**config.mk**
```make
export PLATFORM = sky130hd
export DESIGN_NAME = vfc_probe
export DESIGN_NICKNAME = d
export VERILOG_FILES = /design/src/sv/assert_macros.svh /design/src/sv/vfc_pkg.sv /design/src/sv/vfc_probe.sv
export SDC_FILE = /design/constraint.sdc
export NUM_CORES = 1
export LEC_CHECK = 0
export BUFFER_PORTS_ARGS = -buffer_cell sky130_fd_sc_hd__buf_4
export CORE_MARGIN = 2
export CORE_UTILIZATION = 46
export DETAILED_ROUTE_END_ITERATION = 8
export MAX_ROUTING_LAYER = met4
export PLACE_DENSITY_LB_ADDON = 0.15
export SLEW_MARGIN = 20
export SYNTH_ARGS = -nofsm -noshare
export SYNTH_HDL_FRONTEND = slang
export SYNTH_SLANG_ARGS = --single-unit
```
**constraint.sdc**
```tcl
create_clock -name vclk -period 3.85
set_clock_uncertainty 0.2 [all_clocks]
set_input_delay 0.77 -clock vclk [all_inputs]
set_output_delay 0.77 -clock vclk [all_outputs]
set_load 0.02 [all_outputs]
```
**src/sv/assert_macros.svh**
```systemverilog
// assertion helpers used by voxel_face_culler
`ifndef ASSERT_MACROS_SVH
`define ASSERT_MACROS_SVH
`ifndef SYNTHESIS
// property must hold at every clock edge outside reset
`define ASSERT_CLK(lbl, clk, rst, prop) \
   lbl: assert property (@(posedge clk) disable iff (rst) prop) \
      else $error("assertion failed");
// condition must never be seen at a clock edge outside reset
`define ASSERT_NEVER(lbl, clk, rst, expr) \
   lbl: assert property (@(posedge clk) disable iff (rst) !(expr)) \
      else $error("forbidden condition seen");
`else
`define ASSERT_CLK(lbl, clk, rst, prop)
`define ASSERT_NEVER(lbl, clk, rst, expr)
`endif
`endif

```
**src/sv/vfc_pkg.sv**
```systemverilog
package vfc_pkg;

   localparam int CMD_W     = 2;
   localparam int COORD_W   = 6;
   localparam int CFG_W     = 3;
   localparam int MASK_W    = 6;
   localparam int CNT_W     = 3;
   localparam int COUNTER_W = 17;
   localparam int STEP_W    = 3;
   localparam int CSR_IDX_W = 2;

   // four vertices per face
   localparam int VERT_SHIFT = 2;
   localparam int CFG_RESET  = 4;

   localparam logic [CMD_W-1:0] CMD_WRITE = 2'd0;
   localparam logic [CMD_W-1:0] CMD_START = 2'd1;
   localparam logic [CMD_W-1:0] CMD_MESH  = 2'd2;

   localparam logic [CSR_IDX_W-1:0] CSR_CHUNKS_X = 2'd0;
   localparam logic [CSR_IDX_W-1:0] CSR_CHUNKS_Y = 2'd1;
   localparam logic [CSR_IDX_W-1:0] CSR_CHUNKS_Z = 2'd2;

   localparam logic [1:0] AXIS_X = 2'd0;
   localparam logic [1:0] AXIS_Y = 2'd1;
   localparam logic [1:0] AXIS_Z = 2'd2;

   // step 0 reads the voxel itself, steps 1..6 its face neighbors
   localparam logic [STEP_W-1:0] STEP_CENTER = 3'd0;
   localparam logic [STEP_W-1:0] STEP_LAST   = 3'd6;

   typedef enum logic [4:0] {
      ST_CLEAR   = 5'b00001,
      ST_IDLE    = 5'b00010,
      ST_PROBE   = 5'b00100,
      ST_COLLECT = 5'b01000,
      ST_DONE    = 5'b10000
   } state_type;

   typedef struct packed {
      logic       move;
      logic [1:0] axis;
      logic       neg;
   } probe_dir_type;

   localparam probe_dir_type DIR_CENTER = '{move: 1'b0, axis: AXIS_X, neg: 1'b0};

   // face order: -X, +X, +Z, -Z, +Y, -Y
   function automatic probe_dir_type face_dir(input logic [STEP_W-1:0] step);
      probe_dir_type d;
      d = DIR_CENTER;
      unique case (step)
         3'd1: d = '{move: 1'b1, axis: AXIS_X, neg: 1'b1};
         3'd2: d = '{move: 1'b1, axis: AXIS_X, neg: 1'b0};
         3'd3: d = '{move: 1'b1, axis: AXIS_Z, neg: 1'b0};
         3'd4: d = '{move: 1'b1, axis: AXIS_Z, neg: 1'b1};
         3'd5: d = '{move: 1'b1, axis: AXIS_Y, neg: 1'b0};
         3'd6: d = '{move: 1'b1, axis: AXIS_Y, neg: 1'b1};
         default: d = DIR_CENTER;
      endcase
      return d;
   endfunction

endpackage

```
**src/sv/vfc_probe.sv**
```systemverilog
module vfc_probe #(
   parameter int AXIS_W = 6,
   parameter int EXT_W  = 7
) (
   input  logic [vfc_pkg::COORD_W-1:0] pos_x,
   input  logic [vfc_pkg::COORD_W-1:0] pos_y,
   input  logic [vfc_pkg::COORD_W-1:0] pos_z,
   input  vfc_pkg::probe_dir_type      dir,
   input  logic [EXT_W-1:0]            ext_x,
   input  logic [EXT_W-1:0]            ext_y,
   input  logic [EXT_W-1:0]            ext_z,
   output logic                        in_world,
   output logic [3*AXIS_W-1:0]         addr
);
   import vfc_pkg::*;

   localparam int CMP_W = (EXT_W > COORD_W + 1) ? EXT_W : COORD_W + 1;

   logic [COORD_W-1:0] pos_a [3];
   logic [EXT_W-1:0]   ext_a [3];
   logic [CMP_W-1:0]   coord [3];
   logic [2:0]         ok;

   always_comb begin
      pos_a[0] = pos_x;
      pos_a[1] = pos_y;
      pos_a[2] = pos_z;
      ext_a[0] = ext_x;
      ext_a[1] = ext_y;
      ext_a[2] = ext_z;
      for (int a = 0; a < 3; a++) begin
         coord[a] = CMP_W'(pos_a[a]);
         ok[a]    = 1'b1;
         if (dir.move && (dir.axis == 2'(a))) begin
            if (dir.neg) begin
               // stepping below zero leaves the world
               ok[a]    = (pos_a[a] != '0);
               coord[a] = CMP_W'(pos_a[a]) - CMP_W'(1);
            end else begin
               coord[a] = CMP_W'(pos_a[a]) + CMP_W'(1);
            end
         end
         ok[a] = ok[a] && (coord[a] < CMP_W'(ext_a[a]));
      end
      in_world = &ok;
      addr     = {coord[2][AXIS_W-1:0], coord[1][AXIS_W-1:0], coord[0][AXIS_W-1:0]};
   end

endmodule

```
## Word-level counts from Yosys, hierarchy flattened

Cells that the tools add are included.
Widths: inputs -> output; s select.

| storage, ports and cells | value |
|---|---|
| flip-flop bits (word level) | 0 |
| bits of input ports | 43 |
| output and inout bits | 19 |
| logic and storage cells | 34 |

| operators by class | value |
|---|---|
| $add $sub $neg | 6 |
| magnitude comparators | 3 |
| equal/unequal tests | 2 |
| multiplexer cells | 12 |
| reductions and logical operators | 11 |

Operator list:

| cell | count |
|---|---|
| $mux 7 | 6 |
| $add 6x1->7 const B | 3 |
| $lt 7x7->1 | 3 |
| $sub 6x1->7 const B | 3 |
| $reduce_bool 6->1 | 3 |
| $logic_and 1x1->1 | 6 |
| $mux 1 | 6 |
| $reduce_and 3->1 | 1 |
| $eq 2x1->1 const B | 1 |
| $eq 2x2->1 const B | 1 |
| $logic_not 2->1 | 1 |

## Depth between registers and ports, before layout

| logic depth | value |
|---|---|
| word-level depth | 6 |
| mapped depth | 12 |
| gate-level depth less buffers | 12 |

## Worst setup path after synthesis

No wires, ideal clock.

| path | value |
|---|---|
| path kind | input to output |
| start point | input pos_y[3] (netlist bit) |
| end point | output in_world |
| data arrival time | 3.546 ns |
| data required time | 2.880 ns |
| slack | -0.666 ns |
| stages on the path | 12 |
| path buffers | 0 |
| cell sequence | ha_1 a21o_1 a31o_2 a21oi_1 xor2_1 o21ai_0 ha_1 nand4_1 nand4_1 a211oi_1 nand2_1 nor3_1 |

| between the ends | value |
|---|---|
| cells in the longest elaborated chain, start to end | 6 |
| elaborated cells on any way between the ends | 10 |
| classes of those cells | add/sub: 2; order compare: 1; mux: 4; reduce/logical: 3 |

RTL lines:

| element | RTL line | source |
|---|---|---|
| from (decl) | vfc_probe.sv:6 | `input logic [vfc_pkg::COORD_W-1:0] pos_y,` |
| $add 6x1->7 or $sub 6x1->7 (tied branches) | vfc_probe.sv:40, vfc_probe.sv:38 |  |
| $mux 7 (*) | vfc_probe.sv:35 | `if (dir.neg) begin` |
| $mux 7 (*) | vfc_probe.sv:34 | `if (dir.move && (dir.axis == 2'(a))) begin` |
| net addr[11] | vfc_probe.sv:13 | `output logic [3*AXIS_W-1:0] addr` |
| $lt 7x7->1 (*) | vfc_probe.sv:43 | `ok[a] = ok[a] && (coord[a] < CMP_W'(ext_a[a]));` |
| $logic_and 1x1->1 (*) | vfc_probe.sv:43 |  |
| $reduce_and 3->1 (*) | vfc_probe.sv:45 | `in_world = &ok;` |
| to (decl) | vfc_probe.sv:12 | `output logic in_world,` |

The timed path passes the listed nets; every way through them passes the cells marked *.

## Worst setup path in the final report

| path | value |
|---|---|
| start point | input dir[0] (netlist bit) |
| end point | output in_world |

| between the ends | value |
|---|---|
| cells in the longest elaborated chain, start to end | 5 |
| elaborated cells on any way between the ends | 19 |
| classes of those cells | order compare: 3; mux: 12; reduce/logical: 4 |

RTL lines:

| element | RTL line | source |
|---|---|---|
| from (decl) | vfc_probe.sv:8 | `input vfc_pkg::probe_dir_type dir,` |
| $mux 7 | vfc_probe.sv:35 |  |
| $mux 7 | vfc_probe.sv:34 |  |
| $lt 7x7->1 | vfc_probe.sv:43 |  |
| $logic_and 1x1->1 | vfc_probe.sv:43 |  |
| $reduce_and 3->1 (*) | vfc_probe.sv:45 |  |

Every way passes the cells marked *; elsewhere a longest branch is shown, timed or not.

==> results.md <==
- Setup crit start kind: input port
- Main area contributors after synthesis: sky130_fd_sc_hd__ha_1 29%, sky130_fd_sc_hd__inv_1 6.0%, sky130_fd_sc_hd__o21ai_0 5.2%
- Post-Place Cell Area: 2510 um^2
- Sw frac: ~46%
- Crit end category: primary output
- Number of violations of the max-capacitance limit: 0
- Number of DRC markers after the initial detailed-route iteration: 91
- Required time at the worst-slack endpoint: 2.88 ns
- Gpl congestion: 0.876
- Instance count of the mapped netlist: between 150 and 200
- Fraction of layout cells with a size suffix above 1: 51.8%
- Clock power frac: 0%
- Cell Pwr Density: 151 nW/um^2
- Final standard cell count with taps included and fillers excluded: 340
- Pin count of the biggest net entering global routing: 23
- Final standard cell area without fillers: 2580 um^2
- Vias in the first global route: 1742
- RSZ-0062 raised after global routing: true
- Count of unique library cells instantiated by Yosys: 35
- Final Hold Vio Count: 0
- Largest fanout on the critical path: 22
- Number of I/O pins: between 60 and 70
- Most frequent cells in the layout: 119 x sky130_fd_sc_hd__buf_4, 25 x sky130_fd_sc_hd__ha_1, 23 x sky130_fd_sc_hd__inv_1
- Total overflow reported by the global router: 0
- Internal: 212 uW
- Row count: 20
- Routed wire per std cell: 14.2 um
- Normalized max-slew margin: 67.8%
- Core Area: roughly 3000 um^2
- Violated checks: negative setup slack
- Final sequential cell count: 0
- Die Footprint: about 3600 um^2
- Critical path type: in -> out
- Synthesis warning total: 0
- Net count of the finished layout: between 300 and 400
- Number of max-slew violations in the final report: 0
- Post-Synthesis Net Count: 269
- Library cell with the largest summed area after synthesis: sky130_fd_sc_hd__ha_1
- Data arrival, critical path: 3.40 ns
- Utilization of the core after routing: 85.9%
- Post-cts hold buffer count: 0
- # clk buffers: 0
- Post-route setup slack: -0.516 ns
- Port bufs: 62
- Wire length of the first global-routing pass: between 7000 and 8000 um
- Count of TritonRoute iterations in the first routing pass: 4
- Synthesized area per cell: 7.57 um^2
- Sequential area share after synthesis: 0%
- Switching power summed over all nets: 177 uW
- Transition at the pin with the smallest max-transition slack: 0.478 ns
- Combined global-route utilization of all metal layers: 25.9%
- Area used by multi-input combinational logic: approximately 1500 um^2
- Hold_ws: between 1.5 and 2 ns
- Worst voltage drop across the vdd grid: 0.0000917 V
- Final antenna-violating net count: 0
- Seq. cell area: 0 um^2
- Number of remaining DRC errors: 0
- Sequential group share of total power: 0%
- Layout overhead on the synthesized area: 79.3%
- Drt total wl: 4830 um
- Min Tclk post-route: 4.37 ns
- Leakage component of the power: 0.00134 uW
- Share of power burned in combinational logic: between 90% and 100%
- Hpwl dp: 3840 um
- Vias per Instance: 5.39
- Leading cell type in the layout, fill and taps excluded: sky130_fd_sc_hd__buf_4
- Vert. Die Dim: 59.9 um
- Total number of vias: roughly 1800
- Number of setup violations in the final report: 1
- Top-area cell type share of the netlist area: ~29%
- Horizontal die dimension: 59.9 um
- Maximum clock frequency: 0.229 GHz
- Min-delay worst type: in -> out
- Final Cycle Share: 113%
- Antenna violations before repair: 0
- Antenna cell count: 0
- Netlist area before placement: roughly 1400 um^2
- Initial cell density of the core: 47.9%
- Number of inserted filler cells in the final layout: between 150 and 200
- Outcome: finished, violations left
- Placed cells: 340
==> area by class of cell <==
cell class | instances | area share (%)
repair buffers | 122 | 36.3
inverters | 23 | 3.35
well taps | 33 | 1.60
multi-input cells | 162 | 58.8
==> path summary, 6_finish.rpt <==
check                 startpoint        to  slack, ns  cells past startpoint
worst max-delay path      dir[0]  in_world      -0.52                     14
worst min-delay path    pos_z[1]  addr[13]       1.74                      3
==> metrics by stage <==
step	worst slack, ns	power (uW)	setup TNS, ns
after floorplan	-0.152	196	-0.152
after global placement	-0.587	358	-0.587
after detailed placement	-0.660	370	-0.660
after CTS	-0.467	379	-0.467
after global routing	-0.680	423	-0.680
final	-0.516	389	-0.516
==> cells in the mapped netlist (6+ instances only) <==
| cell type | count |
|---|---|
| sky130_fd_sc_hd__ha_1 | 33 |
| sky130_fd_sc_hd__inv_1 | 23 |
| sky130_fd_sc_hd__o21ai_0 | 15 |
| sky130_fd_sc_hd__nand2_1 | 14 |
| sky130_fd_sc_hd__a21oi_1 | 11 |
| sky130_fd_sc_hd__a21o_1 | 9 |
| sky130_fd_sc_hd__nand4_1 | 8 |
| sky130_fd_sc_hd__xnor2_1 | 8 |
| sky130_fd_sc_hd__nand2b_1 | 7 |
| sky130_fd_sc_hd__nor4b_1 | 6 |
| sky130_fd_sc_hd__xor2_1 | 6 |
==> cell families (layout without fill, tap and decap cells) <==
logic type	after synthesis	count (layout)	share of synthesized area (%)
xor+xnor	15	15	10.4
compound gates	48	48	21.0
simple gates	59	59	24.9
mux	4	4	3.13
fa+ha+maj	36	36	32.9
buf+inv	28	145	7.65
==> routing by layer <==
| metal | wire length, um | up-vias | GRT usage (%) | share of wire (%) |
|---|---|---|---|---|
| met1 | 1960 | 825 | 29.3 | 41 |
| met2 | 2670 | 56 | 49.8 | 55 |
| li1 | - | 946 | - | - |
| met4 | 56 | 0 | 5.71 | 1.2 |
| met3 | 136 | 4 | 0.649 | 2.8 |
| met5 | 0 | - | - | 0 |
==> what timing repair did <==
| item | 4_1_cts | 5_1_grt |
|---|---|---|
| setup endpoints to repair | 1 | 1 |
| pin swaps | 4 | 12 |
| resized for setup | 6 | 8 |
| hold endpoints to repair | 0 | 0 |
| buffers inserted | 0 | 0 |
==> power groups by stage <==
stage          Sequential (uW)  Combinational (uW)  Clock [uW]
3_3_place_gp                 0                 358           0
3_5_place_dp                 0                 370           0
2_1_floorplan                0                 196           0
4_1_cts                      0                 379           0
5_1_grt                      0                 423           0
6_report                     0                 389           0
==> critical path, cell delays in order <==
cell and delay, ns:
sky130_fd_sc_hd__buf_12 0.15, sky130_fd_sc_hd__ha_1 0.28, sky130_fd_sc_hd__a21o_1 0.17, sky130_fd_sc_hd__a31o_2 0.25, sky130_fd_sc_hd__a21oi_2 0.16, sky130_fd_sc_hd__xor2_1 0.26
sky130_fd_sc_hd__o21ai_2 0.12, sky130_fd_sc_hd__ha_1 0.21, sky130_fd_sc_hd__a222oi_1 0.24, sky130_fd_sc_hd__nand4_1 0.15, sky130_fd_sc_hd__a211oi_2 0.23, sky130_fd_sc_hd__nand2_1 0.12
sky130_fd_sc_hd__nor3_4 0.17, sky130_fd_sc_hd__buf_6 0.13
Power figures use the tool's default switching activity.
